**src/hdl/hsrt_pkg.sv**
```systemverilog
package hsrt_pkg;

    localparam int TABLE_DEPTH = 1024;
    localparam int IDX_W       = $clog2(TABLE_DEPTH);
    localparam int CNT_W       = IDX_W + 1;

    localparam logic [31:0] HASH_MUL   = 32'd2654435761;
    localparam logic [27:0] RATE_MAX   = 28'hFFFFFFF;
    localparam logic [27:0] RATE_NUM   = 28'd256000000;
    localparam logic [9:0]  MS_TO_US   = 10'd1000;
    localparam logic [16:0] ALPHA_ONE  = 17'd65536;
    localparam logic [5:0]  INST_STEPS = 6'd28;
    localparam logic [5:0]  ALPHA_STEPS = 6'd16;

    localparam logic [7:0] CFG_TAU = 8'd0;
    localparam logic [7:0] CFG_EN  = 8'd1;

    typedef enum logic [1:0] {
        MODE_REG   = 2'd0,
        MODE_UNREG = 2'd1,
        MODE_SPIKE = 2'd2,
        MODE_QUERY = 2'd3
    } mode_t;

    typedef enum logic [1:0] {
        STAT_OK       = 2'd0,
        STAT_NOTFOUND = 2'd1,
        STAT_FULL     = 2'd2
    } status_t;

    typedef enum logic [1:0] {
        MARK_EMPTY   = 2'd0,
        MARK_LIVE    = 2'd1,
        MARK_DELETED = 2'd2
    } mark_t;

    typedef struct packed {
        logic [1:0]       mode;
        logic [31:0]      key;
        logic [47:0]      time_us;
        logic [IDX_W-1:0] home;
    } item_t;

    typedef struct packed {
        logic [31:0] key;
        logic [47:0] last_us;
        logic [27:0] avg;
        logic [31:0] tally;
    } row_t;

    typedef struct packed {
        logic [15:0] tau_ms;
        logic        enable;
    } cfg_t;

    typedef struct packed {
        logic        start;
        logic [47:0] rem_init;
        logic [27:0] num;
        logic [47:0] den;
        logic [5:0]  steps;
    } div_req_t;

    typedef enum logic [3:0] {
        ST_CLEAR,
        ST_IDLE,
        ST_PROBE_RD,
        ST_PROBE_CK,
        ST_DT,
        ST_INST_GO,
        ST_INST_WAIT,
        ST_ALPHA_GO,
        ST_ALPHA_WAIT,
        ST_MUL,
        ST_BLEND,
        ST_DONE
    } state_t;

endpackage

```
**src/hdl/hsrt_div.sv**
```systemverilog
module hsrt_div (
    input  logic               aclk,
    input  logic               aresetn,
    input  hsrt_pkg::div_req_t req,
    output logic               busy,
    output logic [27:0]        quo
);
    import hsrt_pkg::*;

    logic        busy_reg, busy_next;
    logic [47:0] rem_reg, rem_next;
    logic [27:0] num_reg, num_next;
    logic [27:0] quo_reg, quo_next;
    logic [5:0]  cnt_reg, cnt_next;
    logic [48:0] trial;

    assign busy  = busy_reg;
    assign quo   = quo_reg;
    assign trial = {rem_reg, num_reg[27]};

    // restoring division, one quotient bit per cycle
    always_comb begin
        busy_next = busy_reg;
        rem_next  = rem_reg;
        num_next  = num_reg;
        quo_next  = quo_reg;
        cnt_next  = cnt_reg;
        if (req.start) begin
            busy_next = 1'b1;
            rem_next  = req.rem_init;
            num_next  = req.num;
            quo_next  = '0;
            cnt_next  = req.steps;
        end else if (busy_reg) begin
            num_next = {num_reg[26:0], 1'b0};
            if (trial >= {1'b0, req.den}) begin
                rem_next = 48'(trial - {1'b0, req.den});
                quo_next = {quo_reg[26:0], 1'b1};
            end else begin
                rem_next = trial[47:0];
                quo_next = {quo_reg[26:0], 1'b0};
            end
            cnt_next = cnt_reg - 6'd1;
            if (cnt_reg == 6'd1) begin
                busy_next = 1'b0;
            end
        end
    end

    always_ff @(posedge aclk) begin
        if (!aresetn) begin
            busy_reg <= 1'b0;
            cnt_reg  <= '0;
        end else begin
            busy_reg <= busy_next;
            cnt_reg  <= cnt_next;
        end
    end

    always_ff @(posedge aclk) begin
        rem_reg <= rem_next;
        num_reg <= num_next;
        quo_reg <= quo_next;
    end

endmodule

```
**config.mk**
```make
export PLATFORM = sky130hd
export DESIGN_NAME = hsrt_div
export DESIGN_NICKNAME = d
export VERILOG_FILES = /design/src/hdl/hsrt_pkg.sv /design/src/hdl/hsrt_div.sv
export SDC_FILE = /design/constraint.sdc
export NUM_CORES = 1
export LEC_CHECK = 0
export ABC_AREA = 1
export BUFFER_PORTS_ARGS = -buffer_cell sky130_fd_sc_hd__clkbuf_2
export CORE_MARGIN = 2
export CORE_UTILIZATION = 53
export DETAILED_ROUTE_END_ITERATION = 7
export PLACE_DENSITY = 0.85
export SYNTH_ARGS = -nofsm -noshare
export SYNTH_HDL_FRONTEND = slang
export SYNTH_SLANG_ARGS = --single-unit
```
**constraint.sdc**
```tcl
create_clock -name aclk -period 3.2 [get_ports aclk]
set_clock_uncertainty 0.05 [all_clocks]
set_input_delay 0.16 -clock aclk [delete_from_list [all_inputs] [get_ports aclk]]
set_output_delay 0.16 -clock aclk [all_outputs]
set_load 0.01 [all_outputs]
```
== Word-level counts from Yosys, hierarchy flattened ==
Cells that the tools add are included.
Word-level totals
  flip-flop bits (word level): 111
  input port bits: 133
  output and inout bits: 29
  word-level logic and storage cells: 21
Cells by class
  add/sub/neg operators: 2
  magnitude comparators: 1
  equality and inequality tests: 1
  muxes and demuxes: 11
  reduce and logical (&&, ||, !) cells: 1
Operators by type and width (number)
  2-to-1 mux 48 bit: 3
  2-to-1 mux 28 bit: 2
  >= comparator 49 x 48 -> 1 bit: 1
  subtractor 48 bit: 1
  2-to-1 mux 6 bit: 2
  == test 6 x 1 -> 1 bit, second input constant: 1
  subtractor 6 x 1 -> 6 bit, second input constant: 1
  2-to-1 mux 1 bit: 4
  nonzero test 2 bit: 1

== Longest topological paths before layout ==
  depth after elaboration: 4
  depth in mapped cells: 17
  depth with buffers taken out: 17

== Worst setup path before layout ==
No wires, ideal clock.
  kind: flip-flop to flip-flop
  start point: reg busy_reg (netlist: busy)
  end point: reg num_reg[0], enable pin
  library setup time: 471 ps
  arrival: 2850 ps
  required time: 2679 ps
  path slack: -170 ps
  cell stages (with the launch flop): 4
  path buffers: 1
  clock period less this slack: 3370 ps
  cell sequence: dfxtp_1 > nor2_1 > inv_1 > clkbuf_1
On the way
  cells in the longest elaborated chain, start to end: 1
Ends and longest elaborated chain
  from (decl): RTL line hsrt_div.sv:10  | logic busy_reg, busy_next;
  from (signal assigned): RTL line hsrt_div.sv:55  | busy_reg <= busy_next;
  nonzero test 2 bit (no line)
  to (signal assigned): RTL line hsrt_div.sv:62  | num_reg <= num_next;
  to (decl): RTL line hsrt_div.sv:12  | logic [27:0] num_reg, num_next;
No other way between the ends.
A chain may end at the register's enable or synchronous reset.

== Worst setup path in the final report ==
  start point: reg rem_reg[41]
  end point: reg rem_reg[29], data pin
On the way
  cells in the longest elaborated chain, start to end: 4
Ends and longest elaborated chain
  from (decl): RTL line hsrt_div.sv:11  | logic [47:0] rem_reg, rem_next;
  from (signal assigned): RTL line hsrt_div.sv:61  | rem_reg <= rem_next;
  >= comparator 49 x 48 -> 1 bit: RTL line hsrt_div.sv:36  | if (trial >= {1'b0, req.den}) begin
  2-to-1 mux 48 bit: RTL line hsrt_div.sv:36
  2-to-1 mux 48 bit: RTL line hsrt_div.sv:34  | end else if (busy_reg) begin
  2-to-1 mux 48 bit: RTL line hsrt_div.sv:28  | if (req.start) begin
  via rem_next[29]: RTL line hsrt_div.sv:11
The timed path passes the listed nets, and every way through them passes these cells. The select of a mux whose other input is x is not followed.

==> results by group <==
Pwr
  • P_int: 3.309 mW
  • Power Dens Cells: 533.7 nW/um^2
  • Net Sw Frac: 0.4333
  • Clk pwr share: 0.207
  • Logic pwr share: 0.474
  • Total Power: 5.838 mW
  • IR drop worst, VDD: 0.3099 mV
  • Flop pwr share: 0.319
  • Net load switching power: 2.529 mW
  • Static leakage: 6.146 nW

Floorplan
  • Core region area: 17,900 um^2
  • DIE AREA: 19,300 um^2
  • FP Rows: 49
  • Ports: 162
  • Initial Utilization: 0.5391
  • Die Height: 138.9 um
  • Die Wd: 138.9 um

Synth
  • Cell variety after synth: 36
  • Top cells by area, synth: nand2_1, edfxtp_1, inv_1
  • Synth Register Bits: 111
  • Synth Flop Type: edfxtp_1
  • Count leader, synth: nand2_1
  • Syn_area_per_cell: 6.238 um^2
  • Sequential cell area fraction in the yosys report: 0.3091
  • Area share of the largest cell type after synthesis: 0.2462
  • Number of flops mapped to enable cells by yosys: 76
  • Area leader, netlist: nand2_1
  • Ys async rst share: 0
  • Mapped cell area: 9651 um^2
  • Post-synth top cells: nand2_1, inv_1, nand3_1, nor2_1, edfxtp_1
  • Ys Warns: 0
  • Post-Synthesis Cells: 1,547
  • Syn Nets: 1,731

Layout
  • Final core occ: 0.6111
  • Max reg flops: 48
  • Area growth from synthesis to final layout: 13.35%
  • Filler cells: 1,741
  • Nets: 1,875
  • Layout cell share with drive strength beyond 1: 0.1362
  • Antenna fix cells: 0

GRT
  • Largest net degree at the start of global routing: 54
  • Grt ovf: 0
  • Met1 GRT Util: 0.3784
  • First-pass GRT wire length: 45,330 um
  • Vias in the first global route: 9,391
  • Tot GR Track Use: 0.2883
  • Initial antenna violation count: 0
  • M2 GR Usage: 0.4631
  • Grt peak-use layer: met2
  • GRT met3 Usage: 0.06215

CTS
  • TritonCTS clock tree: done
  • Root Buffer: clkbuf_16
  • Clk Latency, worst-skew pair: 0.37 ns
  • H-tree level count: 3
  • Clk buf depth: 2
  • CTS buffer count: 9
  • Setup bufs post-CTS: 0
  • Clock Sink Count: 111
  • Clock Pin Slew Worst Setup and Hold Paths: 0.09 ns

Timing
  • Slew headroom: 0.6063
  • Part of the cycle the worst path needs: 0.9150
  • Slew Limit Fails: 0
  • Hold Vio Cnt, Final: 0
  • Fmax: 341.5 MHz
  • # setup viols final: 0
  • Minimum clock period: 2.928 ns
  • Setup TNS: 0 ns
  • Slew @ Worst Pin: 0.5906 ns
  • RSZ-0062 raised after global routing: no

Drt
  • Via count: 9,824
  • Residual DRC: 0
  • Drt via density: 5.103
  • Post-DR wirelength/cell: 14.53 um
  • DRT iter0 DRCs: 705
  • DR pass1 iterations: 6
  • Routed WL: 27,970 um
  • ANT nets after route: 0

Placement
  • Routability Congestion: 1.014
  • DPL Wire Length: 21,690 um
  • Input/output buffers: 161

Setup path
  • Crit start category: flip-flop
  • CP Max Fanout: 48
  • Setup CP Type: flip-flop to flip-flop
  • R2R Setup Slk: 0.27 ns
  • Crit path arrival time: 2.98 ns
  • Crit end category: flip-flop
  • Worst path required time: 3.25 ns

Worst hold path
  • HP Class: input pin to flip-flop

Job
  • MaxCap Viol Count: 0

Status
  • Status: complete, no violations
## layout by cell type (no fill, tap or decap), drive strengths merged, types with 4 or more instances in the layout
cell type  synthesis  layout
o21ai             14      14
nand2            644     644
xnor2             22      22
clkbuf            19     170
dfxtp             35      35
buf               19       9
inv              313     316
nand3b            41      41
clkinv             1       4
nor2             100     100
a21oi             36      36
nand3            108     108
nor3               7       7
edfxtp            76      76
ha                50      50
nand4             14      14
o22ai             26      26
o21bai             6       6
## worst paths after layout
kind	startpoint	endpoint	cells past startpoint
worst max-delay path	rem_reg[41]	rem_reg[29]	14
worst max register to register	rem_reg[41]	rem_reg[29]	14
worst min register to register	quo[27]	quo[27]	2
worst min-delay path	req[61]	num_reg[7]	3
## layer usage
layer	up-vias	wire [um]
li1	5044	-
met1	4364	12510
met2	355	12270
met3	61	2123
met4	0	1068
met5	-	0
## metrics by stage
step                hold WS [ns]  cells  instance area, um^2  setup WS, ns
floorplan                 0.2345   1547                 9652         1.033
global placement          0.3668   1908                10620        0.3565
global route            0.007553   1925                10940       0.05577
detailed placement        0.3827   1908                10620        0.3472
CTS                    0.0004642   1925                10940        0.3261
finish                  0.006562   1925                10940        0.2720
## power by group through the flow
stage	clock, mW	sequential [mW]	combinational (mW)
floorplan	0	1.86	2.06
global placement	0	1.89	2.68
detailed placement	0	1.89	2.72
CTS	1.21	1.86	2.73
global route	1.26	1.88	3.13
finish	1.21	1.86	2.77
## critical path, cell delays in order, from the launching register on
cell      delay [ns]
edfxtp_1        0.41
ha_1            0.41
nand2_1         0.12
nand2_1         0.07
nand2_1         0.07
nand2_1         0.05
inv_1           0.07
nor2_1          0.04
nor2_1          0.19
nand3_2         0.12
nor2_4          0.15
buf_4           0.50
nand3b_1        0.16
nand3_1         0.11
nand2_1         0.11
## logic make-up (layout without fill, tap and decap cells)
group | after synthesis | count (layout) | synth area share
buf+inv | 352 | 501 | 0.1442
xor+xnor | 25 | 25 | 0.02269
flops | 111 | 111 | 0.3091
simple gates | 920 | 920 | 0.4050
compound gates | 88 | 88 | 0.05212
fa+ha+maj | 51 | 51 | 0.06690
## what timing repair did
item	CTS	global route
hold endpoints to repair	1	0
gates resized for setup	0	0
endpoints found under the setup margin	0	0
hold buffers	1	0
## layout make-up
| cell class | instances | area (um^2) | share of cell area |
|---|---|---|---|
| Sequential cell | 111 | 2983 | 0.2727 |
| Timing Repair Buffer | 171 | 908.4 | 0.08304 |
| Clock buffer | 9 | 225.2 | 0.02059 |
| Tap cell | 229 | 286.5 | 0.02619 |
| Clock inverter | 7 | 80.08 | 0.007320 |
| Multi-Input combinational cell | 1084 | 5276 | 0.4823 |
| Inverter | 314 | 1180 | 0.1079 |
Note: power is estimated with default switching activity, not from simulation.
