==> src/hdl/hsrt_pkg.sv <==
package hsrt_pkg;

    localparam int TABLE_DEPTH = 1024;
    localparam int IDX_W       = $clog2(TABLE_DEPTH);
    localparam int CNT_W       = IDX_W + 1;

    localparam logic [31:0] HASH_MUL   = 32'd2654435761;
    localparam logic [27:0] RATE_MAX   = 28'hFFFFFFF;
    localparam logic [27:0] RATE_NUM   = 28'd256000000;
    localparam logic [9:0]  MS_TO_US   = 10'd1000;
    localparam logic [16:0] ALPHA_ONE  = 17'd65536;
    localparam logic [5:0]  INST_STEPS = 6'd28;
    localparam logic [5:0]  ALPHA_STEPS = 6'd16;

    localparam logic [7:0] CFG_TAU = 8'd0;
    localparam logic [7:0] CFG_EN  = 8'd1;

    typedef enum logic [1:0] {
        MODE_REG   = 2'd0,
        MODE_UNREG = 2'd1,
        MODE_SPIKE = 2'd2,
        MODE_QUERY = 2'd3
    } mode_t;

    typedef enum logic [1:0] {
        STAT_OK       = 2'd0,
        STAT_NOTFOUND = 2'd1,
        STAT_FULL     = 2'd2
    } status_t;

    typedef enum logic [1:0] {
        MARK_EMPTY   = 2'd0,
        MARK_LIVE    = 2'd1,
        MARK_DELETED = 2'd2
    } mark_t;

    typedef struct packed {
        logic [1:0]       mode;
        logic [31:0]      key;
        logic [47:0]      time_us;
        logic [IDX_W-1:0] home;
    } item_t;

    typedef struct packed {
        logic [31:0] key;
        logic [47:0] last_us;
        logic [27:0] avg;
        logic [31:0] tally;
    } row_t;

    typedef struct packed {
        logic [15:0] tau_ms;
        logic        enable;
    } cfg_t;

    typedef struct packed {
        logic        start;
        logic [47:0] rem_init;
        logic [27:0] num;
        logic [47:0] den;
        logic [5:0]  steps;
    } div_req_t;

    typedef enum logic [3:0] {
        ST_CLEAR,
        ST_IDLE,
        ST_PROBE_RD,
        ST_PROBE_CK,
        ST_DT,
        ST_INST_GO,
        ST_INST_WAIT,
        ST_ALPHA_GO,
        ST_ALPHA_WAIT,
        ST_MUL,
        ST_BLEND,
        ST_DONE
    } state_t;

endpackage

==> src/hdl/hsrt_fifo.sv <==
module hsrt_fifo (
    input  logic            aclk,
    input  logic            aresetn,
    input  logic            push,
    input  hsrt_pkg::item_t push_item,
    output logic            full,
    input  logic            pop,
    output logic            not_empty,
    output hsrt_pkg::item_t head_item
);
    import hsrt_pkg::*;

    item_t      buf_reg [2];
    logic       wr_ptr_reg, wr_ptr_next;
    logic       rd_ptr_reg, rd_ptr_next;
    logic [1:0] cnt_reg, cnt_next;

    assign full      = (cnt_reg == 2'd2);
    assign not_empty = (cnt_reg != 2'd0);
    assign head_item = buf_reg[rd_ptr_reg];

    always_comb begin
        wr_ptr_next = wr_ptr_reg;
        rd_ptr_next = rd_ptr_reg;
        cnt_next    = cnt_reg;
        if (push && !full) begin
            wr_ptr_next = ~wr_ptr_reg;
        end
        if (pop && not_empty) begin
            rd_ptr_next = ~rd_ptr_reg;
        end
        case ({push && !full, pop && not_empty})
            2'b10:   cnt_next = cnt_reg + 2'd1;
            2'b01:   cnt_next = cnt_reg - 2'd1;
            default: cnt_next = cnt_reg;
        endcase
    end

    always_ff @(posedge aclk) begin
        if (!aresetn) begin
            wr_ptr_reg <= 1'b0;
            rd_ptr_reg <= 1'b0;
            cnt_reg    <= 2'd0;
        end else begin
            wr_ptr_reg <= wr_ptr_next;
            rd_ptr_reg <= rd_ptr_next;
            cnt_reg    <= cnt_next;
        end
    end

    always_ff @(posedge aclk) begin
        if (push && !full) begin
            buf_reg[wr_ptr_reg] <= push_item;
        end
    end

endmodule

==> config.mk <==
export PLATFORM = sky130hd
export DESIGN_NAME = hsrt_fifo
export DESIGN_NICKNAME = d
export VERILOG_FILES = /design/src/hdl/hsrt_pkg.sv /design/src/hdl/hsrt_fifo.sv
export SDC_FILE = /design/constraint.sdc
export NUM_CORES = 1
export LEC_CHECK = 0
export BUFFER_PORTS_ARGS = -buffer_cell sky130_fd_sc_hd__buf_4
export CORE_AREA = 5 5 105 206
export DETAILED_ROUTE_END_ITERATION = 8
export DIE_AREA = 0 0 110 211
export PLACE_DENSITY_LB_ADDON = 0.12
export SYNTH_ARGS = -nofsm -noshare
export SYNTH_HDL_FRONTEND = slang
export SYNTH_SLANG_ARGS = --single-unit
==> constraint.sdc <==
create_clock -name aclk -period 10.35 [get_ports aclk]
set_clock_uncertainty 0.05 [all_clocks]
set_input_delay 2.07 -clock aclk [delete_from_list [all_inputs] [get_ports aclk]]
set_output_delay 2.07 -clock aclk [all_outputs]
set_load 0.05 [all_outputs]
# Word-level counts from Yosys, hierarchy flattened
# Memories as Yosys holds them, arrays and structs flattened. A register that Yosys moved wholly into a read port is not among the register bits.
# Cells that the tools add are included.
# Widths: inputs -> output; s select.
[classes]
n_addsub = 2
n_eq_ne = 3
muxes = 5
bitwise = 2
n_reduce_logical = 5
[op_table]
columns = ["cell", "count"]
rows = [
  ["$eq 2x2->1 const B", 2],
  ["$mux 1", 4],
  ["$pmux 2 s2", 1],
  ["$reduce_bool 2->1", 2],
  ["$add 2x1->2 const B", 1],
  ["$eq 2x1->1 const B", 1],
  ["$logic_and 1x1->1", 2],
  ["$not 1->1", 2],
  ["$sub 2x1->2 const B", 1],
  ["$logic_not 1->1", 1],
]
[totals]
reg_bits = 4
ramBits = 184
inputBits = 96
out_inout_bits = 94
wordCells = 21
mem_count = 1
[mem_list]
columns = ["memory", "depth", "word_bits", "rd", "rd_clocked_by_memory_dff", "wr", "line_no", "source"]
rows = [
  ["buf_reg", 2, 92, 1, 1, 1, "hsrt_fifo.sv:13", "item_t buf_reg [2];"],
]

# Depth between registers and ports, before layout
# Gate-level depths: netlist of run 1.
[logic_depth]
word_depth = 5
depth_mapped = 6
depth_no_buf = 6

# Worst setup path before layout of run 1
# OpenSTA, ideal clock, no wires.
[synth_timing]
kind = "input port to flip-flop"
start = "input port push"
end = "memory buf_reg[1][0] (netlist name), enable pin"
setup_ns = 0.461
arrival_ns = 4.255
t_required_ns = 9.839
setup_slack_ns = 5.583
path_stages = 1
path_buffers = 0
cell_sequence = "and3_1"
[synth_via]
elab_chain_len = 3
[synth_lines]
columns = ["item", "line_no", "source"]
rows = [
  ["start, declared", "hsrt_fifo.sv:4", "input logic push,"],
  ["$logic_and 1x1->1", "hsrt_fifo.sv:52", "if (push && !full) begin"],
  ["$mux 1", "hsrt_fifo.sv:52", ""],
  ["$mux 1 (implied by the code)", "hsrt_fifo.sv:53", "buf_reg[wr_ptr_reg] <= push_item;"],
  ["end, declared", "hsrt_fifo.sv:13", ""],
]
# No other way between the ends.

==> metrics.md, run 1 <==
| Metric | Value |
|---|---|
| Width of the die | 110 µm |
| Crit path required time | 8.23 ns |
| I/O Buffers | 189 |
| Wire per inst | 18.9 µm |
| Vias/cell | 4.48 |
| Nets | 610 |
| CP Max Fanout | 49 |
| Clk buf depth | 2 |
| Peak supply drop | 0.000215 V |
| Area of the multi-input gates | 1170 µm² |
| Post-synthesis cell count | 312 |
| DRC | 0 |
| Initial core utilization | 34.6% |
| Avg Inst Size Synth | 22.0 µm² |
| Fillers | 1765 |
| Cell Area, Synth | 6850 µm² |
| Worst Setup Start Kind | register |
| Syn_nets | 409 |
| Max_cap viols | 0 |
| RSZ-0062 raised after global routing | false |
| Clock latency on the worst-skew pair | 0.42 ns |
| Crit-path cells | buf_4 -> mux2_2 -> buf_4 |
| Final RePlAce weighted congestion | 0.736 |
| Yosys warns | 0 |
| Drt pass-1 iters | 4 |
| Pleak | 3.35 nW |
| Clock transition at the registers of the reported paths | 0.07 ns |
| Fin Setup TNS | 0 ns |
| Worst Max-Slew Pin Slew | 0.680 ns |
| Max reg flops | 184 |
| Hold Path Class | register to register |
| P&R area growth vs syn | 33.7% |
| Slowest cell delay on critical path | 0.78 ns |
| Met3 usage | 3.43% |
| Initial DRC Count | 107 |
| First-pass GRT wire length | 21600 µm |
| Detailed placement HPWL | 10500 µm |
| Hold violation total from the final report | 0 |
| Slew Limit Headroom | 54.7% |
| Fmax | 217 MHz |
| Slowest CP cell | dfxtp_4 |
| Rows | 73 |
| Share of the core filled with cells | 46.2% |
| Count of cell types in the netlist | 18 |
| Crit path time final | 4.61 ns |
| Share of cells above drive strength 1 | 60.5% |
| Total grt overflow | 0 |
| Inserted Diodes | 0 |
| Critical path type | register to primary output |
| Number of clock sinks | 189 |
| Global routing's busiest layer | met2 |
| Clock Tree Root | clkbuf_16 |
| Met1 Usage GRT | 12.3% |
| Largest net degree at the start of global routing | 50 |
| Outcome | completed |
| Post-synthesis sequential area ratio | 82.1% |
| #FFs+latches synth | 189 |
| Crit end category | primary output |
| Post-CTS Hold Fix Bufs | 0 |
| Postcts setup bufs | 0 |
| Ratio of final minimum period to clock period | 44.6% |
| Fin. max-slew vios | 0 |
| CTS Buf Count | 17 |
| Critical path arrival | 2.49 ns |
| Register area | 5630 µm² |
| Vias in the first global route | 3960 |
| H-tree depth | 4 |
| Core area | 19800 µm² |
| Met2 Use GR | 25.1% |
| CTS tree | built |
| Setup violations, final | 0 |
| Die area | 23200 µm² |
| Total GRT Usage | 13.0% |
| Post_cts resized | 0 |
| Io pins | 190 |
| Power Dens Cells | 291 nW/µm² |
| Vias | 3523 |
| Most common cell on crit path | buf_4 |
| Post-DRT Antenna Nets | 0 |
| Initial antenna violation count | 0 |
| Total wire length | 14900 µm |
| Die height | 211 µm |
stage by stage:
step	std cells	worst slack, ns	hold WS (ns)	power (mW)	instance area (µm²)
floorplan	312	5.58	0.407	1.75	6850
global route	786	5.57	0.460	2.78	9160
global placement	756	6.10	0.435	2.06	8580
finish	786	5.74	0.451	2.67	9160
CTS	786	5.63	0.455	2.71	9160
detailed placement	756	6.07	0.444	2.06	8580
cell usage after synthesis:
cell type | n | area, µm²
edfxtp_1 | 184 | 5530
mux2_2 | 92 | 1040
buf_2 | 10 | 50.1
dfxtp_1 | 5 | 100
xnor2_1 | 3 | 26.3
a21boi_1 | 2 | 15.0
inv_1 | 2 | 7.51
nor2b_1 | 2 | 12.5
o21ai_0 | 2 | 10.0
or3_1 | 2 | 12.5
and2_1 | 1 | 6.26
and3_1 | 1 | 6.26
ha_1 | 1 | 12.5
inv_2 | 1 | 3.75
nand2_1 | 1 | 3.75
nand2b_2 | 1 | 8.76
o21a_1 | 1 | 7.51
or2_2 | 1 | 6.26
logic make-up (layout without fill, tap and decap cells):
kind of cell / Yosys count / after routing / share of synthesized area [%]
buffers and inverters: 13 / 225 / 0.895
multiplexers: 92 / 92 / 15.1
AO/OA/AOI/OAI: 5 / 5 / 0.475
adder cells (fa/ha/maj): 1 / 1 / 0.183
XOR/XNOR: 3 / 3 / 0.384
AND/OR/NAND/NOR: 9 / 9 / 0.822
flip-flops: 189 / 189 / 82.1
worst paths after layout:
kind                                 start            end  cells past startpoint  slack [ns]
worst max-delay path              register  head_item[36]                      3        5.74
worst min-delay path            wr_ptr_reg     wr_ptr_reg                      2        0.45
worst max register to register  cnt_reg[0]  buf_reg[0][5]                      5        7.74
worst min register to register  wr_ptr_reg     wr_ptr_reg                      2        0.45
worst max-delay path, delay by kind of cell (launching register included):
| kind | cells | cell delay (ns) |
|---|---|---|
| multiplexers | 1 | 0.44 |
| buffers and inverters | 2 | 0.81 |
| flip-flops | 1 | 0.78 |
report_power, final:
part	leakage, nW	internal [mW]	switching, mW
Clock	0.269	0.377	0.267
Sequential	1.76	0.967	0.0541
Combinational	1.32	0.335	0.669
Total	3.35	1.68	0.990
metal layers:
| metal | up-vias | share of wire, % |
|---|---|---|
| li1 | 1630 | - |
| met1 | 1768 | 31 |
| met2 | 108 | 61 |
| met3 | 17 | 5.5 |
| met4 | 0 | 1.9 |
| met5 | - | 0 |
placed cells by master, fill, tap and decap left out, types with 2 or more instances in the layout:
cell,count
a21boi_1,2
buf_4,192
bufinv_16,3
clkbuf_1,2
clkbuf_16,17
clkinv_4,2
clkinvlp_4,4
dfxtp_1,4
edfxtp_1,184
mux2_2,92
nor2b_1,2
o21ai_0,2
or3_1,2
xnor2_1,3
layout make-up:
type	instances	area share [%]
tap	262	3.58
clock inverter	11	1.60
timing repair buffer	192	15.7
inverter	3	0.150
multi-input combinational	110	12.8
clock buffer	19	4.73
sequential	189	61.5
Note: power is estimated with default switching activity, not from simulation.
==> run 2: changes to the inputs <==
Settings changed: ABC_AREA set to 1, CORE_AREA 5 5 105 206 to 5 5 108 212, DIE_AREA 0 0 110 211 to 0 0 113 217.
Clock period 10.35 ns to 3.95 ns, I/O delays scaled along.
==> metrics.md, run 2 <==
| Metric | Value |
|---|---|
| Outcome | completed |
| Worst Setup Start Kind | register |
| Worst Max-Slew Pin Slew | 0.846 ns |
| Yosys warns | 0 |
| Initial antenna violation count | 0 |
| Synth top area share | 75.9% |
| Sw frac | 32.8% |
| Share of cells above drive strength 1 | 58.7% |
| Total GRT Usage | 12.9% |
| Rows | 75 |
| CTS tree | built |
| Max_cap viols | 0 |
| CTS Buf Count | 17 |
| Post-synthesis cell count | 324 |
| Total wire length | 15500 µm |
| Power Dens Cells | 635 nW/µm² |
| Detailed placement HPWL | 10900 µm |
| I/O Buffers | 189 |
| Slew Limit Headroom | 43.6% |
| Pleak | 3.67 nW |
| Initial core utilization | 34.8% |
| Clock latency on the worst-skew pair | 0.43 ns |
| H-tree depth | 4 |
| Count leader, synth | edfxtp_1 |
| Peak supply drop | 0.000321 V |
| R2R depth | 5 |
| Most common cell after layout, fill and taps aside | buf_4 |
| Vias/cell | 4.41 |
| Slowest cell delay on critical path | 0.74 ns |
| DRC | 0 |
| Number of clock sinks | 189 |
| Most common cell on crit path | buf_4 |
| Die height | 217 µm |
| Final RePlAce weighted congestion | 0.727 |
| Share of the core filled with cells | 45.4% |
| Most frequent cells in the layout | buf_4, edfxtp_1, mux2_4 |
| Critical path arrival | 2.19 ns |
| Combinational power share | 30.7% |
| #FFs+latches synth | 189 |
| Fin Setup TNS | 0 ns |
| Width of the die | 113 µm |
| Nets | 624 |
| Core area | 20900 µm² |
| Avg Inst Size Synth | 22.5 µm² |
| Ys flop type | edfxtp_1 |
| Final hold slack | 0.451 ns |
| Fin. max-slew vios | 0 |
| Io pins | 190 |
| Pint | 4.05 mW |
| Clock Power Share | 26.9% |
| Dominant cell type by area after synthesis | edfxtp_1 |
| Count of cell types in the netlist | 16 |
| Postcts setup bufs | 0 |
| Inserted Diodes | 0 |
| Critical path type | register to primary output |
| Post_cts resized | 0 |
| Max reg flops | 184 |
| Ys async rst share | 0% |
| Vias in the first global route | 3989 |
| Post-synth top cells | edfxtp_1, mux2_4, mux2_2, nor2_1 |
| Fillers | 1831 |
| Ratio of final minimum period to clock period | 76.8% |
| Area of the multi-input gates | 1460 µm² |
| Post-DRT Antenna Nets | 0 |
| Hold violation total from the final report | 0 |
| Switch Pwr | 1.97 mW |
| Cell Area, Synth | 7280 µm² |
| Wire per inst | 19.2 µm |
| P&R area growth vs syn | 30.3% |
| Synth top area cells | edfxtp_1, mux2_4, buf_12, mux2_2, dfxtp_1 |
| Drt pass-1 iters | 4 |
| Flop pwr share | 42.3% |
| CP Max Fanout | 33 |
| Setup violations, final | 0 |
| Largest net degree at the start of global routing | 61 |
| Hold Path Class | register to register |
| Slowest CP cell | dfxtp_4 |
| Post-CTS Hold Fix Bufs | 0 |
| Crit path required time | 3.11 ns |
| Hold depth | 2 |
| RSZ-0062 raised after global routing | false |
| Crit-path cells | buf_4 -> mux2_4 -> buf_4 |
| Clock Tree Root | clkbuf_16 |
| Total grt overflow | 0 |
| Syn_nets | 421 |
| Finished Cell Area | 9490 µm² |
| Post-synthesis sequential area ratio | 77.3% |
| Clock transition at the registers of the reported paths | 0.06 ns |
| Placed Area | 8940 µm² |
| Crit path time final | 3.03 ns |
| Post-synth EDFFs | 184 |
| Clk buf depth | 2 |
| Register area | 5630 µm² |
| Initial DRC Count | 124 |
| Vias | 3562 |
| Crit end category | primary output |
| Fmax | 330 MHz |
| Die area | 24500 µm² |
| First-pass GRT wire length | 22900 µm |
[run 2: cell types whose count changed after synthesis, sizes merged, moves of 2 or more]
cell,previous run,this run
xnor2,3,0
nand2,1,8
a21boi,2,0
nor2,0,12
or3,2,0
inv,3,7
nor2b,2,0
[run 2: final timing paths]
path / start / endpoint / slack (ns)
min: rd_ptr_reg / register / 0.45
max reg2reg: cnt_reg[0] / buf_reg[1][6] / 1.85
min reg2reg: rd_ptr_reg / register / 0.45
max: register / head_item[55] / 0.92
[run 2: logic make-up after synthesis]
| kind of cell | after synthesis | share of synthesized area [%] |
|---|---|---|
| DFF | 189 | 77.3 |
| muxes | 92 | 18.4 |
| and+or+nand+nor | 22 | 1.19 |
| buffers and inverters | 17 | 2.78 |
| AOI/OAI and AO/OA | 3 | 0.240 |
| adders and majority gates | 1 | 0.172 |
[run 2: per-layer routing]
metal / part of all wire [%] / routed length (µm) / track usage (%) / up-vias
li1: - / - / - / 1662
met1: 32 / 5030 / 11.8 / 1781
met4: 1.5 / 240 / 4.33 / 0
met5: 0 / 0 / 0 / -
met3: 5.5 / 860 / 5.09 / 11
met2: 60 / 9390 / 25.2 / 108
[run 2: power by group through the flow]
stage,registers (mW),clock network (mW),logic [mW]
after floorplan,2.55,0,1.46
after global placement,2.59,0,1.87
after detailed placement,2.60,0,1.89
after CTS,2.56,1.68,1.89
after global routing,2.57,1.77,1.94
final,2.55,1.62,1.85
[run 2: layout make-up]
class                   count  area share [%]
repair buffers            194            15.6
clock inverters            12            1.32
flip-flops and latches    189            59.3
well taps                 269            3.55
multi-input cells         118            15.4
inverters                   7           0.303
clock buffers              18            4.52
[run 2: worst max-delay path, delay by kind of cell (launching register included)]
family / cells / cell delay, ns
buf+inv: 2 / 0.66
flops: 1 / 0.74
mux: 1 / 0.34
[run 2: stage by stage]
stage / instances / worst slack (ns) / total power, mW
floorplan: 324 / 0.0307 / 4.01
global placement: 777 / 1.35 / 4.46
detailed placement: 777 / 1.32 / 4.49
CTS: 807 / 0.838 / 6.13
global route: 807 / 0.794 / 6.28
finish: 807 / 0.917 / 6.03
==> run 3: changes to the inputs <==
Clock period 3.95 ns to 2.77 ns, I/O delays scaled along.
==> metrics.md, run 3 (synthesized netlist as in run 2, its figures left out) <==
| Metric | Value |
|---|---|
| Outcome | completed |
| DRC | 0 |
| Met3 usage | 5.06% |
| Share of cells above drive strength 1 | 59.3% |
| Clock Tree Root | clkbuf_16 |
| Crit end category | primary output |
| Fin Setup TNS | 0 ns |
| Pleak | 3.69 nW |
| Post_cts resized | 0 |
| Clock latency on the worst-skew pair | 0.43 ns |
| Die area | 24500 µm² |
| Detailed placement HPWL | 10700 µm |
| Critical path arrival | 1.91 ns |
| Io pins | 190 |
| Post-CTS Hold Fix Bufs | 0 |
| RSZ-0062 raised after global routing | false |
| Drt pass-1 iters | 4 |
| CTS Buf Count | 17 |
| Initial core utilization | 34.8% |
| P&R area growth vs syn | 30.9% |
| First-pass GRT wire length | 22600 µm |
| Placed Area | 9000 µm² |
| Met1 Usage GRT | 12.0% |
| H-tree depth | 4 |
| Crit path required time | 2.17 ns |
| Total grt overflow | 0 |
| Global routing's busiest layer | met2 |
| Ratio of final minimum period to clock period | 90.9% |
| Vias | 3601 |
| Peak supply drop | 0.000508 V |
| Hold Path Class | input pin to register |
| Initial DRC Count | 99 |
| Register area | 5630 µm² |
| Crit path time final | 2.52 ns |
| Core area | 20900 µm² |
| Postcts setup bufs | 0 |
| I/O Buffers | 189 |
| Setup violations, final | 0 |
| Initial antenna violation count | 0 |
| Worst Setup Start Kind | register |
| Clk buf depth | 2 |
| Inserted Diodes | 0 |
| Wire per inst | 18.8 µm |
| Total GRT Usage | 12.6% |
| CP Max Fanout | 21 |
| Vias/cell | 4.43 |
| CTS tree | built |
| Vias in the first global route | 3973 |
| Worst Max-Slew Pin Slew | 0.546 ns |
| Fmax | 397 MHz |
| Power Dens Cells | 894 nW/µm² |
| Max reg flops | 184 |
| Hold violation total from the final report | 0 |
| Die height | 217 µm |
| Post-DRT Antenna Nets | 0 |
| Fin. max-slew vios | 0 |
| Total wire length | 15200 µm |
| Most frequent cells in the layout | buf_4, edfxtp_1, mux2_4 |
| Rows | 75 |
| Width of the die | 113 µm |
| Final RePlAce weighted congestion | 0.756 |
| Max_cap viols | 0 |
| Finished Layout Cells | 812 |
| Area of the multi-input gates | 1470 µm² |
| Clock transition at the registers of the reported paths | 0.06 ns |
| Nets | 628 |
| Final hold slack | 0.257 ns |
| Finished Cell Area | 9530 µm² |
| Most common cell after layout, fill and taps aside | buf_4 |
| Critical path type | register to primary output |
| Placed insts | 781 |
| Number of clock sinks | 189 |
| Largest net degree at the start of global routing | 65 |
| Fillers | 1810 |
| Slew Limit Headroom | 63.6% |
| Met2 Use GR | 23.6% |
-- run 3: critical path, stage by stage (launching register included) --
cell	delay, ns
dfxtp_4	0.63
buf_4	0.33
mux2_4	0.32
buf_4	0.19
-- run 3: path summary, 6_finish.rpt --
path / startpoint / end / slack [ns] / cells after the start
hold reg to reg: rd_ptr_reg / rd_ptr_reg / 0.46 / 2
hold / removal: push_item[84] / buf_reg[1][84] / 0.26 / 1
setup reg to reg: cnt_reg[0] / buf_reg[0][39] / 0.87 / 5
setup / recovery: register / head_item[19] / 0.25 / 3
-- run 3: per-layer routing --
metal	part of all wire, %	wire [µm]	vias to the layer above
li1	-	-	1668
met1	33	4960	1793
met2	58	8900	118
met3	6.7	1020	22
met4	2.4	369	0
met5	0	0	-
-- run 3: metrics by stage --
| stage | power (mW) | util, % | worst slack (ns) |
|---|---|---|---|
| after CTS | 8.67 | 45.5 | 0.192 |
| after global placement | 6.40 | 43.0 | 0.690 |
| after global routing | 8.88 | 45.5 | 0.147 |
| after detailed placement | 6.44 | 43.0 | 0.667 |
| final | 8.52 | 45.5 | 0.252 |
| after floorplan | 5.72 | - | 0.0415 |
-- run 3: power breakdown --
group	internal, mW	leakage [nW]	switching [mW]	total [mW]
Sequential	3.50	1.76	0.121	3.62
Combinational	1.00	1.67	1.70	2.70
Clock	1.22	0.256	0.983	2.20
Total	5.72	3.69	2.81	8.52
-- run 3: cell type report --
class                      count  area share [%]
clock buffer                  18            4.50
clock inverter                13            1.08
tap                          269            3.53
multi-input combinational    118            15.4
inverter                       7           0.315
sequential                   189            59.1
timing repair buffer         198            16.1
