$ cat src/hdl/hsrt_pkg.sv
package hsrt_pkg;

    localparam int TABLE_DEPTH = 1024;
    localparam int IDX_W       = $clog2(TABLE_DEPTH);
    localparam int CNT_W       = IDX_W + 1;

    localparam logic [31:0] HASH_MUL   = 32'd2654435761;
    localparam logic [27:0] RATE_MAX   = 28'hFFFFFFF;
    localparam logic [27:0] RATE_NUM   = 28'd256000000;
    localparam logic [9:0]  MS_TO_US   = 10'd1000;
    localparam logic [16:0] ALPHA_ONE  = 17'd65536;
    localparam logic [5:0]  INST_STEPS = 6'd28;
    localparam logic [5:0]  ALPHA_STEPS = 6'd16;

    localparam logic [7:0] CFG_TAU = 8'd0;
    localparam logic [7:0] CFG_EN  = 8'd1;

    typedef enum logic [1:0] {
        MODE_REG   = 2'd0,
        MODE_UNREG = 2'd1,
        MODE_SPIKE = 2'd2,
        MODE_QUERY = 2'd3
    } mode_t;

    typedef enum logic [1:0] {
        STAT_OK       = 2'd0,
        STAT_NOTFOUND = 2'd1,
        STAT_FULL     = 2'd2
    } status_t;

    typedef enum logic [1:0] {
        MARK_EMPTY   = 2'd0,
        MARK_LIVE    = 2'd1,
        MARK_DELETED = 2'd2
    } mark_t;

    typedef struct packed {
        logic [1:0]       mode;
        logic [31:0]      key;
        logic [47:0]      time_us;
        logic [IDX_W-1:0] home;
    } item_t;

    typedef struct packed {
        logic [31:0] key;
        logic [47:0] last_us;
        logic [27:0] avg;
        logic [31:0] tally;
    } row_t;

    typedef struct packed {
        logic [15:0] tau_ms;
        logic        enable;
    } cfg_t;

    typedef struct packed {
        logic        start;
        logic [47:0] rem_init;
        logic [27:0] num;
        logic [47:0] den;
        logic [5:0]  steps;
    } div_req_t;

    typedef enum logic [3:0] {
        ST_CLEAR,
        ST_IDLE,
        ST_PROBE_RD,
        ST_PROBE_CK,
        ST_DT,
        ST_INST_GO,
        ST_INST_WAIT,
        ST_ALPHA_GO,
        ST_ALPHA_WAIT,
        ST_MUL,
        ST_BLEND,
        ST_DONE
    } state_t;

endpackage

$ cat src/hdl/hsrt_front.sv
module hsrt_front (
    input  logic            aclk,
    input  logic            aresetn,
    input  logic            s_tvalid,
    output logic            s_tready,
    input  logic [79:0]     s_tdata,
    input  logic [1:0]      s_tuser,
    input  logic            clearing,
    input  logic            fifo_full,
    output logic            push,
    output hsrt_pkg::item_t push_item
);
    import hsrt_pkg::*;

    logic        stg_valid_reg, stg_valid_next;
    logic [1:0]  stg_mode_reg;
    logic [31:0] stg_key_reg;
    logic [47:0] stg_time_reg;
    logic [31:0] hash;
    logic        accept;

    assign s_tready = !clearing && (!stg_valid_reg || !fifo_full);
    assign accept   = s_tvalid && s_tready;
    assign push     = stg_valid_reg && !fifo_full;

    // multiplicative hash, wrapping 32 bits
    assign hash = stg_key_reg * HASH_MUL;

    always_comb begin
        push_item.mode    = stg_mode_reg;
        push_item.key     = stg_key_reg;
        push_item.time_us = stg_time_reg;
        push_item.home    = hash[IDX_W-1:0];
    end

    always_comb begin
        stg_valid_next = stg_valid_reg;
        if (accept) begin
            stg_valid_next = 1'b1;
        end else if (push) begin
            stg_valid_next = 1'b0;
        end
    end

    always_ff @(posedge aclk) begin
        if (!aresetn) begin
            stg_valid_reg <= 1'b0;
        end else begin
            stg_valid_reg <= stg_valid_next;
        end
    end

    always_ff @(posedge aclk) begin
        if (accept) begin
            stg_mode_reg <= s_tuser;
            stg_key_reg  <= s_tdata[31:0];
            stg_time_reg <= s_tdata[79:32];
        end
    end

endmodule

$ cat config.mk
export PLATFORM = sky130hd
export DESIGN_NAME = hsrt_front
export DESIGN_NICKNAME = d
export VERILOG_FILES = /design/src/hdl/hsrt_pkg.sv /design/src/hdl/hsrt_front.sv
export SDC_FILE = /design/constraint.sdc
export NUM_CORES = 1
export LEC_CHECK = 0
export BUFFER_PORTS_ARGS = -buffer_cell sky130_fd_sc_hd__buf_2
export CORE_ASPECT_RATIO = 1.4
export CORE_UTILIZATION = 43
export CTS_CLUSTER_DIAMETER = 80
export DETAILED_ROUTE_END_ITERATION = 10
export GPL_ROUTABILITY_DRIVEN = 0
export PLACE_DENSITY = 0.8
export SYNTH_ARGS = -nofsm -noshare
export SYNTH_HDL_FRONTEND = slang
export SYNTH_SLANG_ARGS = --single-unit
$ cat constraint.sdc
create_clock -name aclk -period 4.3 [get_ports aclk]
set_input_delay 0.86 -clock aclk [delete_from_list [all_inputs] [get_ports aclk]]
set_output_delay 0.86 -clock aclk [all_outputs]
set_load 0.02 [all_outputs]
* Word-level counts from Yosys, hierarchy flattened
Cells that the tools add are included.
Widths: inputs -> output; s select.
** Storage, ports and cells
- Register bits after elaboration :: 83
- Latch bits :: 0
- Memory bits (writable) :: 0
- Memory bits (read-only) :: 0
- Input port bits :: 87
- Output and inout port bits :: 94
- Logic and storage cells :: 15
- Memories :: 0
** Operators by class
- Add/sub/neg operators :: 0
- Multiply operators :: 1
- Div/mod/pow operators :: 0
- Magnitude comparators :: 0
- Eq/ne operators :: 0
- Shift operators :: 0
- Mux-type cells :: 2
- Bitwise gates (word level) :: 0
- Reductions and logical operators :: 8
** Operators by type and width (count)
- $mul 32x32->10 const B :: 1
- $logic_and 1x1->1 :: 3
- $logic_not 1->1 :: 3
- $mux 1 :: 2
- $reduce_bool 2->1 :: 1
- $logic_or 1x1->1 :: 1

* Depth between registers and ports, before layout
Gate-level depths: netlist of the first run.
- Depth after elaboration :: 5
- Mapped depth :: 11
- Mapped depth without buffers :: 11

* Least setup slack after synthesis of the first run
Ideal clock, no wire load.
- Path kind :: register to output
- From :: reg stg_key_reg[0]
- To :: out push_item[9] (netlist name)
- Arrival time :: 3363 ps
- Data required time :: 3440 ps
- Slack :: 77 ps
- Cell stages (with the launch flop) :: 12
- Path buffers :: 0
- Cells stage by stage :: edfxtp_1 ha_1 ha_1 inv_1 fa_1 inv_1 ha_1 fa_1 xnor2_1 xnor3_1 xnor2_1 xnor2_1
** RTL lines
- start: declaration :: line hsrt_front.sv:17 : logic [31:0] stg_key_reg;
- start signal: assignment :: line hsrt_front.sv:56 : stg_key_reg <= s_tdata[31:0];
- end: declaration :: line hsrt_front.sv:11 : output hsrt_pkg::item_t push_item

==> results of run 1 <==
what timing repair did:
item,CTS,global route
endpoints found under the setup margin,2,1
setup buffers,4,1
gates resized for setup,6,8
pin swaps,9,7
critical path, cell delays in order (launching register included):
cell	delay [ps]
edfxtp_1	430
ha_1	360
ha_4	280
inv_2	30
fa_1	490
inv_2	50
ha_4	210
fa_2	370
xnor2_2	130
xnor3_1	230
xnor2_1	190
xnor2_1	130
buf_4	160
routing by layer:
layer  GRT usage  vias up  share of wire
li1            -      898              -
met1      0.1810      885           0.36
met2      0.3048      102           0.56
met3     0.05600        8          0.068
met4     0.05581        0          0.013
met5           0        -              0
report_power, final:
part | leakage (nW) | switching, mW | internal [mW]
Combinational | 1.02 | 0.177 | 0.142
Sequential | 0.775 | 0.0101 | 0.931
Clock | 0.0818 | 0.271 | 0.212
layout make-up:
| class | instances | area share |
|---|---|---|
| Clock inverter | 7 | 0.01255 |
| Inverter | 9 | 0.007881 |
| Multi-Input combinational cell | 41 | 0.1226 |
| Timing Repair Buffer | 186 | 0.2221 |
| Clock buffer | 9 | 0.02890 |
| Sequential cell | 83 | 0.5791 |
| Tap cell | 92 | 0.02685 |
worst max-delay path by stage:
stage / start / endpoint / slack (ps)
5_1_grt: stg_key_reg[3]$_DFFE_PP_ / push_item[9] / -70
6_report: stg_key_reg[3]$_DFFE_PP_ / push_item[9] / 60
2_1_floorplan: stg_key_reg[0]$_DFFE_PP_ / push_item[9] / 80
4_1_cts: stg_key_reg[3]$_DFFE_PP_ / push_item[9] / 10
3_3_place_gp: stg_key_reg[1]$_DFFE_PP_ / push_item[9] / 200
3_5_place_dp: stg_key_reg[1]$_DFFE_PP_ / push_item[9] / 140
layout by cell type (no fill, tap or decap), drive strengths merged:
cell      count
a21boi        1
a21o          2
a21oi         3
and2          1
buf         186
clkbuf        9
clkinv        3
clkinvlp      3
dfxtp         1
edfxtp       82
fa            3
ha           18
inv          10
nand2         1
nand2b        1
nor2b         1
xnor2         7
xnor3         1
xor2          2
through the flow:
step	instance area [sq um]	hold WS, ps	util	setup WS (ps)
after floorplan	2993	449.8	-	76.58
after global placement	3989	464.9	0.5992	204.7
after detailed placement	3989	494.2	0.5992	141.9
after CTS	4240	507.7	0.6370	12.68
after global routing	4287	541.0	0.6440	-65.35
final	4287	508.2	0.6440	59.08
logic make-up (layout without fill, tap and decap cells):
logic type | after synthesis | after routing | synth area share
flip-flops | 83 | 83 | 0.8294
adder cells (fa/ha/maj) | 21 | 21 | 0.09532
buffers and inverters | 13 | 211 | 0.02132
XOR/XNOR | 10 | 10 | 0.03386
AO/OA/AOI/OAI | 6 | 6 | 0.01254
AND/OR/NAND/NOR | 4 | 4 | 0.007528
==> qor.csv, run 1 <==
stage,metric,value,unit
route,WL final,6393,um
clocking,cts bufs inserted,9,
sta,# setup viols final,0,
sta,worst-margin pin slew,1035,ps
critical_path,Worst Path Max Fanout,3,
finish,# diodes,0,
sta,setup TNS,0,ps
floorplan,height of the die,100.7,um
synthesis,Post-Syn Area,0.002993,sq mm
clocking,Root Driver,clkbuf_8,
finish,fin cells,427,
sta,max frequency,235.8,MHz
route,Avg Vias per Cell,4.433,
hold_path,hold path startpoint,stg_valid_reg$_SDFFE_PN0P_,
critical_path,Setup crit start kind,flop,
clocking,CTS sink cnt,83,
route,vias,1893,
synthesis,Yosys top cell by area,edfxtp_1,
run,max cap viols,0,
finish,area of the multi-input gates,525.5,sq um
synthesis,Yosys reg bits,83,
run_status,status,"finished, final reports clean",
critical_path,"reg-to-reg slack, setup",2510,ps
grt,vias in the first global route,1923,
floorplan,Core ar.,0.006656,sq mm
synthesis,distinct cell type count after synthesis,16,
sta,RSZ-0062 raised after global routing,yes,
hold_path,worst hold path class,reg -> reg,
power_and_ir_drop,P_leak,1.878,nW
floorplan,# IOs,181,
clocking,CTS tree,yes,
grt,gr usage total,0.1681,
synthesis,"Warnings, synthesis",0,
finish,share of layout cells above drive strength 1,0.6388,
finish,Reg area,0.002482,sq mm
clocking,maximum root-to-sink buffer count,2,
synthesis,"top cells by count, synth","82 x edfxtp_1, 18 x ha_1, 9 x inv_1",
grt,initial antenna violation count,0,
sta,Final Max Tran Viols,0,
sta,Tmin final,4241,ps
placement,IO buf count,180,
synthesis,top cell type's share of synthesized area,0.8227,
power_and_ir_drop,PwrDens,406.7,mW/mm^2
power_and_ir_drop,VDD IR max,0.2989,mV
synthesis,"Avg Cell Area, Syn",21.85,sq um
critical_path,path depth of the worst reg2reg path,2,
synthesis,most common cell in the synthesized netlist,edfxtp_1,
clocking,CTS clock-pin slew for the worst setup and hold paths,90,ps
synthesis,sequential fraction of the synthesis area,0.8294,
synthesis,Post-synth EDFFs,82,
hold_path,hold endpoint,stg_valid_reg$_SDFFE_PN0P_,
floorplan,Starting Density,0.4496,
critical_path,Reg2Reg Launch Point,stg_valid_reg$_SDFFE_PN0P_,
critical_path,"Arr. time, crit path",3380,ps
hold_path,hold depth,2,
route,drt wl/cell,14.97,um
sta,"Hold Vio Cnt, Final",0,
synthesis,Syn Nets,245,
placement,dpl hpwl,4912,um
grt,pin count of the biggest net entering global routing,83,
finish,number of flip-flops under the largest register name,48,
clocking,hold_buf cts,0,
synthesis,ys flop type,edfxtp_1,
sta,skew final,11.98,ps
route,drt drc,0,
floorplan,die width,72.51,um
clocking,Clock Latency Late Sink,340,ps
route,Post-DRT Antenna Nets,0,
synthesis,Mapped Cells,137,
clocking,htree depth,3,
finish,Layout Area Growth over Synthesis,43.23,%
critical_path,Crit. End Element,output pin,
grt,global-route wire length before repair,8763,um
floorplan,Die Area,0.007303,sq mm
synthesis,ranking of synthesized cells by area,"edfxtp_1 82%, ha_1 7.5%, xnor2_1 2.0%, fa_1 2.0%, inv_1 1.1%",
sta,period utilization,0.9863,
sta,relative max-transition margin,0.3097,
power_and_ir_drop,Tot Pwr,1.743,mW
finish,filler instances,521,
critical_path,worst endpoint required time,3440,ps
floorplan,FP Rows,35,
synthesis,post-synthesis async set-or-reset flop share,0,
placement,Placed Cells,406,
route,initial DRC count,74,
critical_path,reg2reg end,stg_time_reg[30]$_DFFE_PP_,
critical_path,crit path kind,reg -> out,
finish,Nets,438,
route,drt pass-1 iters,4,
grt,grt ovf,0,
Power figures use the tool's default switching activity.
==> run 2, diff against run 1 <==
CORE_MARGIN = 1.5   (was not set)
GPL_TIMING_DRIVEN = 0   (was not set)
SKIP_LAST_GASP = 1   (was not set)
==> run 2 against run 1 <==
Sequential share of layout area down 0.27 points. Wire length down 1.3%. Sequential power about the same. Global-route usage down 0.31 points. Flip-flop and latch count unchanged. Power up 2.2%. Setup slack worse by 32 ps. Non-clock buffer count up 4. Register-to-register slack better by 160 ps. First-iteration DRC count down 43%. Count of clock-buffer cells in the layout up 1. Critical path type unchanged. Critical endpoint unchanged. Largest power group unchanged.
==> qor.csv, run 2 (same netlist as run 1, synthesis figures left out) <==
stage,metric,value,unit,change
placement,dpl cell area,0.004031,sq mm,was 0.003989 sq mm
grt,met3 Usage GRT,0.09652,,was 0.05600
grt,met2 usage,0.2848,,was 0.3048
placement,Placed Cells,410,,was 406
floorplan,Starting Density,0.4496,,unchanged
critical_path,Setup crit start kind,flop,,unchanged
clocking,maximum root-to-sink buffer count,2,,unchanged
clocking,htree depth,3,,unchanged
sta,relative max-transition margin,0.6586,,was 0.3097
power_and_ir_drop,Net Sw Frac,0.2498,,was 0.2627
finish,Nets,442,,was 438
critical_path,reg2reg end,stg_time_reg[36]$_DFFE_PP_,,was stg_time_reg[30]$_DFFE_PP_
finish,"commonest cells after routing, fill and taps aside","179 x buf_2, 82 x edfxtp_1, 16 x ha_1, 10 x buf_4, 9 x clkbuf_8",,"was 179 x buf_2, 82 x edfxtp_1, 13 x ha_1, 9 x clkbuf_8"
critical_path,path depth of the worst reg2reg path,3,,was 2
floorplan,Die Area,0.007477,sq mm,was 0.007303 sq mm
power_and_ir_drop,Int Power,1.336,mW,was 1.285 mW
critical_path,Crit. End Element,output pin,,unchanged
run_status,status,"finished, final reports clean",,unchanged
floorplan,die width,73.51,um,was 72.51 um
placement,dpl hpwl,5034,um,was 4912 um
critical_path,CP startpoint,stg_key_reg[1]$_DFFE_PP_,,was stg_key_reg[3]$_DFFE_PP_
sta,RSZ-0062 raised after global routing,yes,,unchanged
clocking,CTS clock-pin slew for the worst setup and hold paths,80,ps,was 90 ps
sta,skew final,8.216,ps,was 11.98 ps
clocking,Clock Latency Late Sink,330,ps,was 340 ps
sta,Final Max Tran Viols,0,,unchanged
power_and_ir_drop,Clk pwr share,0.297,,was 0.277
sta,# setup viols final,0,,unchanged
finish,share of layout cells above drive strength 1,0.6224,,was 0.6388
route,vias,1882,,was 1893
sta,Tmin final,4273,ps,was 4241 ps
floorplan,FP Rows,35,,unchanged
grt,routing usage on met1,0.1531,,was 0.1810
floorplan,height of the die,101.7,um,was 100.7 um
route,drt drc,0,,unchanged
clocking,cts bufs inserted,9,,unchanged
sta,max frequency,234.1,MHz,was 235.8 MHz
critical_path,worst endpoint required time,3440,ps,about the same
grt,Top Usage Layer GRT,met2,,unchanged
route,Avg Vias per Cell,4.346,,was 4.433
critical_path,"reg-to-reg slack, setup",2670,ps,was 2510 ps
finish,fin cells,433,,was 427
power_and_ir_drop,P_leak,1.915,nW,was 1.878 nW
hold_path,worst hold path class,reg -> reg,,unchanged
grt,grt ovf,0,,unchanged
finish,number of flip-flops under the largest register name,48,,unchanged
finish,Finished Cell Area,0.004307,sq mm,was 0.004287 sq mm
clocking,Root Driver,clkbuf_8,,unchanged
route,Post-DRT Antenna Nets,0,,unchanged
floorplan,# IOs,181,,unchanged
clocking,CTS sink cnt,83,,unchanged
sta,"Hold Vio Cnt, Final",0,,unchanged
placement,IO buf count,180,,unchanged
critical_path,Critical-path top delay cell,fa_1,,unchanged
route,initial DRC count,42,,was 74
finish,"commonest non-fill, non-tap cell in the layout",buf_2,,unchanged
power_and_ir_drop,PwrDens,413.6,mW/mm^2,was 406.7 mW/mm^2
critical_path,Worst Path Max Fanout,2,,was 3
power_and_ir_drop,Gate power share,0.175,,was 0.183
sta,period utilization,0.9936,,was 0.9863
grt,global-route wire length before repair,8838,um,was 8763 um
critical_path,worst stage delay on the critical path,500,ps,was 490 ps
route,drt pass-1 iters,3,,was 4
power_and_ir_drop,Tot Pwr,1.781,mW,was 1.743 mW
grt,vias in the first global route,1928,,was 1923
finish,Layout Area Growth over Synthesis,43.90,%,was 43.23%
critical_path,"Arr. time, crit path",3410,ps,was 3380 ps
grt,pin count of the biggest net entering global routing,45,,was 83
critical_path,Setup crit end,push_item[9],,unchanged
critical_path,Reg2Reg Launch Point,stg_valid_reg$_SDFFE_PN0P_,,unchanged
route,WL final,6312,um,was 6393 um
grt,initial antenna violation count,4,,was 0
clocking,CTS tree,yes,,unchanged
power_and_ir_drop,sequential power share,0.528,,was 0.540
finish,filler instances,505,,was 521
route,drt wl/cell,14.58,um,was 14.97 um
power_and_ir_drop,P_sw,0.4449,mW,was 0.4579 mW
run,max cap viols,0,,unchanged
grt,gr usage total,0.1650,,was 0.1681
power_and_ir_drop,VDD IR max,0.3578,mV,was 0.2989 mV
critical_path,crit path kind,reg -> out,,unchanged
floorplan,Core ar.,0.006656,sq mm,unchanged
sta,worst-margin pin slew,512.1,ps,was 1035 ps
critical_path,"Critical Path, Cell by Cell",ha_4 -> ha_1 -> inv_1 -> fa_1 -> inv_2 -> ha_4 -> fa_2 -> ha_1 -> a21oi_2 -> xnor2_1 -> buf_4,,was ha_1 -> ha_4 -> inv_2 -> fa_1 -> inv_2 -> ha_4 -> fa_2 -> xnor2_2 -> xnor3_1 -> xnor2_1 -> xnor2_1 -> buf_4
==> run 2: layout make-up <==
| cell class | instances | area (sq um) | share of cell area |
|---|---|---|---|
| sequential | 83 | 2482 | 0.5764 |
| timing repair buffer | 186 | 960.9 | 0.2231 |
| multi-input combinational | 41 | 488.0 | 0.1133 |
| clock buffer | 10 | 127.6 | 0.02963 |
| tap | 92 | 115.1 | 0.02673 |
| clock inverter | 6 | 63.81 | 0.01482 |
| inverter | 9 | 33.78 | 0.007844 |
| buffer | 4 | 30.03 | 0.006973 |
| antenna | 2 | 5.005 | 0.001162 |
==> run 2: worst max-delay path: cells and delay by family (launching register included) <==
kind / cells / cell delay, ps
DFF: 1 / 450
AOI/OAI and AO/OA: 1 / 160
adders and majority gates: 6 / 2080
buffers and inverters: 3 / 270
xor gates and xnor gates: 1 / 130
==> run 2: what timing repair did <==
action / 4_1_cts / 5_1_grt
buffers inserted: 5 / 0
setup endpoints to repair: 2 / 1
resized for setup: 7 / 0
pin swaps: 7 / 0
hold buffers: 0 / 0
==> run 2: routing by layer <==
metal	routed length (um)	share of wire
met5	12	0.0019
met4	123	0.019
met3	651	0.10
met2	3563	0.56
met1	1961	0.31
==> run 2: metrics by stage <==
| stage | setup TNS, ps | utilization | hold WS [ps] | setup WS, ps |
|---|---|---|---|---|
| global route | -67.63 | 0.6462 | 540.2 | -67.63 |
| global placement | 0 | 0.6023 | 459.0 | 57.89 |
| floorplan | 0 | - | 449.8 | 76.58 |
| detailed placement | 0 | 0.6056 | 510.3 | 12.80 |
| CTS | 0 | 0.6462 | 526.8 | 55.01 |
| finish | 0 | 0.6470 | 518.9 | 27.49 |
==> run 2: power groups by stage <==
stage / registers [mW] / clock network [mW] / logic [mW]
floorplan: 1.00 / 0 / 0.136
global placement: 0.962 / 0 / 0.283
detailed placement: 0.959 / 0 / 0.293
CTS: 0.941 / 0.543 / 0.313
global route: 0.943 / 0.574 / 0.335
finish: 0.940 / 0.529 / 0.312
==> run 2: worst min path at each step <==
stage / from / end / slack, ps / cells after the start
after CTS: stg_valid_reg$_SDFFE_PN0P_ / stg_valid_reg$_SDFFE_PN0P_ / 530 / 2
after global placement: stg_valid_reg$_SDFFE_PN0P_ / stg_valid_reg$_SDFFE_PN0P_ / 460 / 2
after floorplan: stg_valid_reg$_SDFFE_PN0P_ / stg_valid_reg$_SDFFE_PN0P_ / 450 / 2
after global routing: stg_valid_reg$_SDFFE_PN0P_ / stg_valid_reg$_SDFFE_PN0P_ / 540 / 2
after detailed placement: stg_valid_reg$_SDFFE_PN0P_ / stg_valid_reg$_SDFFE_PN0P_ / 510 / 2
final: stg_valid_reg$_SDFFE_PN0P_ / stg_valid_reg$_SDFFE_PN0P_ / 520 / 2
==> run 3, diff against run 2 <==
SETUP_SLACK_MARGIN = 0.15   (was not set)
==> run 3 against run 2 <==
Maximum frequency grew 0.73%. Final area rose by 3.2%. Die area unchanged. Non-clock buffer count up 1. Final cell count is 0.23% lower. Flip-flop and latch count did not move. Largest power group unchanged.
==> qor.csv, run 3 (same netlist as run 1, synthesis figures left out) <==
stage,metric,value,unit,change
power_and_ir_drop,Tot Pwr,1.988,mW,was 1.781 mW
finish,share of layout cells above drive strength 1,0.6529,,was 0.6224
finish,number of flip-flops under the largest register name,48,,unchanged
floorplan,die width,73.51,um,unchanged
clocking,CTS sink cnt,83,,unchanged
critical_path,worst stage delay on the critical path,510,ps,was 500 ps
clocking,Root Driver,clkbuf_8,,unchanged
placement,IO buf count,180,,unchanged
route,Avg Vias per Cell,4.539,,was 4.346
power_and_ir_drop,P_leak,1.975,nW,was 1.915 nW
finish,post-layout util,0.6679,,was 0.6470
floorplan,FP Rows,35,,unchanged
sta,max frequency,235.8,MHz,was 234.1 MHz
sta,skew final,6.237,ps,was 8.216 ps
sta,RSZ-0062 raised after global routing,yes,,unchanged
sta,period utilization,0.9864,,was 0.9936
floorplan,# IOs,181,,unchanged
route,drt wl/cell,14.90,um,was 14.58 um
run_status,status,"finished, final reports clean",,unchanged
sta,Tmin final,4241,ps,was 4273 ps
critical_path,"Critical Path, Cell by Cell",ha_4 -> ha_4 -> inv_2 -> fa_1 -> inv_2 -> ha_4 -> fa_2 -> xnor2_2 -> xnor3_1 -> xnor2_2 -> xnor2_2 -> buf_4,,was ha_4 -> ha_1 -> inv_1 -> fa_1 -> inv_2 -> ha_4 -> fa_2 -> ha_1 -> a21oi_2 -> xnor2_1 -> buf_4
grt,gr usage total,0.1683,,was 0.1650
route,drt drc,0,,unchanged
clocking,cts bufs inserted,9,,unchanged
critical_path,Setup crit start kind,flop,,unchanged
sta,"Hold Vio Cnt, Final",0,,unchanged
route,drt pass-1 iters,4,,was 3
hold_path,worst hold path class,reg -> reg,,unchanged
grt,pin count of the biggest net entering global routing,55,,was 45
finish,# diodes,0,,was 2
power_and_ir_drop,VDD IR max,0.2851,mV,was 0.3578 mV
grt,vias in the first global route,1963,,was 1928
grt,global-route wire length before repair,8928,um,was 8838 um
finish,"commonest non-fill, non-tap cell in the layout",buf_2,,unchanged
sta,worst-margin pin slew,417.4,ps,was 512.1 ps
finish,Layout Area Growth over Synthesis,48.54,%,was 43.90%
run,max cap viols,0,,unchanged
sta,relative max-transition margin,0.7217,,was 0.6586
sta,setup TNS,0,ps,unchanged
route,initial DRC count,54,,was 42
sta,Hold WS,513.1,ps,was 518.9 ps
power_and_ir_drop,PwrDens,447.2,mW/mm^2,was 413.6 mW/mm^2
sta,Final Max Tran Viols,0,,unchanged
finish,Nets,443,,was 442
floorplan,Die Area,0.007477,sq mm,unchanged
critical_path,"Arr. time, crit path",3380,ps,was 3410 ps
route,vias,1961,,was 1882
floorplan,Starting Density,0.4496,,unchanged
critical_path,Worst Path Max Fanout,2,,unchanged
clocking,maximum root-to-sink buffer count,2,,unchanged
critical_path,Crit. End Element,output pin,,unchanged
grt,initial antenna violation count,0,,was 4
route,Post-DRT Antenna Nets,0,,unchanged
clocking,htree depth,3,,unchanged
floorplan,Core ar.,0.006656,sq mm,unchanged
sta,# setup viols final,0,,unchanged
critical_path,Critical-path top delay cell,fa_1,,unchanged
critical_path,crit path kind,reg -> out,,unchanged
floorplan,height of the die,101.7,um,unchanged
clocking,CTS tree,yes,,unchanged
finish,fin cells,432,,was 433
route,WL final,6436,um,was 6312 um
clocking,CTS clock-pin slew for the worst setup and hold paths,90,ps,was 80 ps
grt,grt ovf,0,,unchanged
critical_path,worst endpoint required time,3440,ps,about the same
clocking,Clock Latency Late Sink,340,ps,was 330 ps
placement,dpl hpwl,4820,um,was 5034 um
finish,"commonest cells after routing, fill and taps aside","178 x buf_2, 82 x edfxtp_1, 13 x ha_1, 12 x buf_4, 9 x clkbuf_8",,"was 179 x buf_2, 82 x edfxtp_1, 16 x ha_1, 10 x buf_4, 9 x clkbuf_8"
placement,Placed Cells,410,,unchanged
run 3: changes by cell type in the layout (fill, tap and decap cells not counted), moves of 2 or more:
| cell | previous run | this run |
|---|---|---|
| ha_4 | 2 | 5 |
| diode_2 | 2 | 0 |
| ha_1 | 16 | 13 |
| inv_8 | 0 | 2 |
| xnor2_2 | 1 | 4 |
| bufinv_16 | 1 | 3 |
| xnor2_1 | 6 | 3 |
| buf_4 | 10 | 12 |
run 3: timing repair:
action                                  in CTS  in global routing
endpoints found under the setup margin       2                  2
endpoints found under the hold margin        0                  0
hold buffers                                 0                  0
gates resized for setup                     11                  4
setup buffers                                6                  0
pin swaps                                   10                  4
run 3: path summary, 6_finish.rpt:
kind	from	end	slack (ps)	depth (start not counted)
max	stg_key_reg[1]$_DFFE_PP_	push_item[9]	60	12
min	stg_valid_reg$_SDFFE_PN0P_	stg_valid_reg$_SDFFE_PN0P_	510	2
max reg2reg	stg_valid_reg$_SDFFE_PN0P_	stg_time_reg[46]$_DFFE_PP_	2700	3
min reg2reg	stg_valid_reg$_SDFFE_PN0P_	stg_valid_reg$_SDFFE_PN0P_	510	2
run 3: metrics by stage:
step	setup WS, ps	instance area [sq um]
6_report	58.52	4446
5_1_grt	-84.68	4446
4_1_cts	48.75	4424
3_5_place_dp	13.95	4046
3_3_place_gp	32.37	4016
2_1_floorplan	171.1	3000
run 3: critical path, delay by kind of cell, from the launching register on:
kind,cells,cell delay (ps)
buffers and inverters,3,240
XOR/XNOR,4,730
adder cells (fa/ha/maj),5,1620
flip-flops,1,470
run 3: cell type report:
class	count	area (sq um)
fill	499	2211
buffer	4	30.03
clock inverter	7	130.1
tap	92	115.1
clock buffer	9	123.9
sequential	83	2482
timing repair buffer	187	978.4
inverter	9	33.78
multi-input combinational	41	551.8
run 3: where the power goes:
| part | internal [mW] | switching [mW] |
|---|---|---|
| logic | 0.166 | 0.191 |
| clock network | 0.398 | 0.293 |
| registers | 0.930 | 0.0104 |
run 3: metal layers:
metal	wire [um]	part of all wire	up-vias	GRT usage
met2	3488	0.54	121	0.2911
met4	106	0.016	0	0.06838
met5	0	0	-	0
met3	566	0.088	9	0.07463
met1	2273	0.35	923	0.1760
li1	-	-	908	-
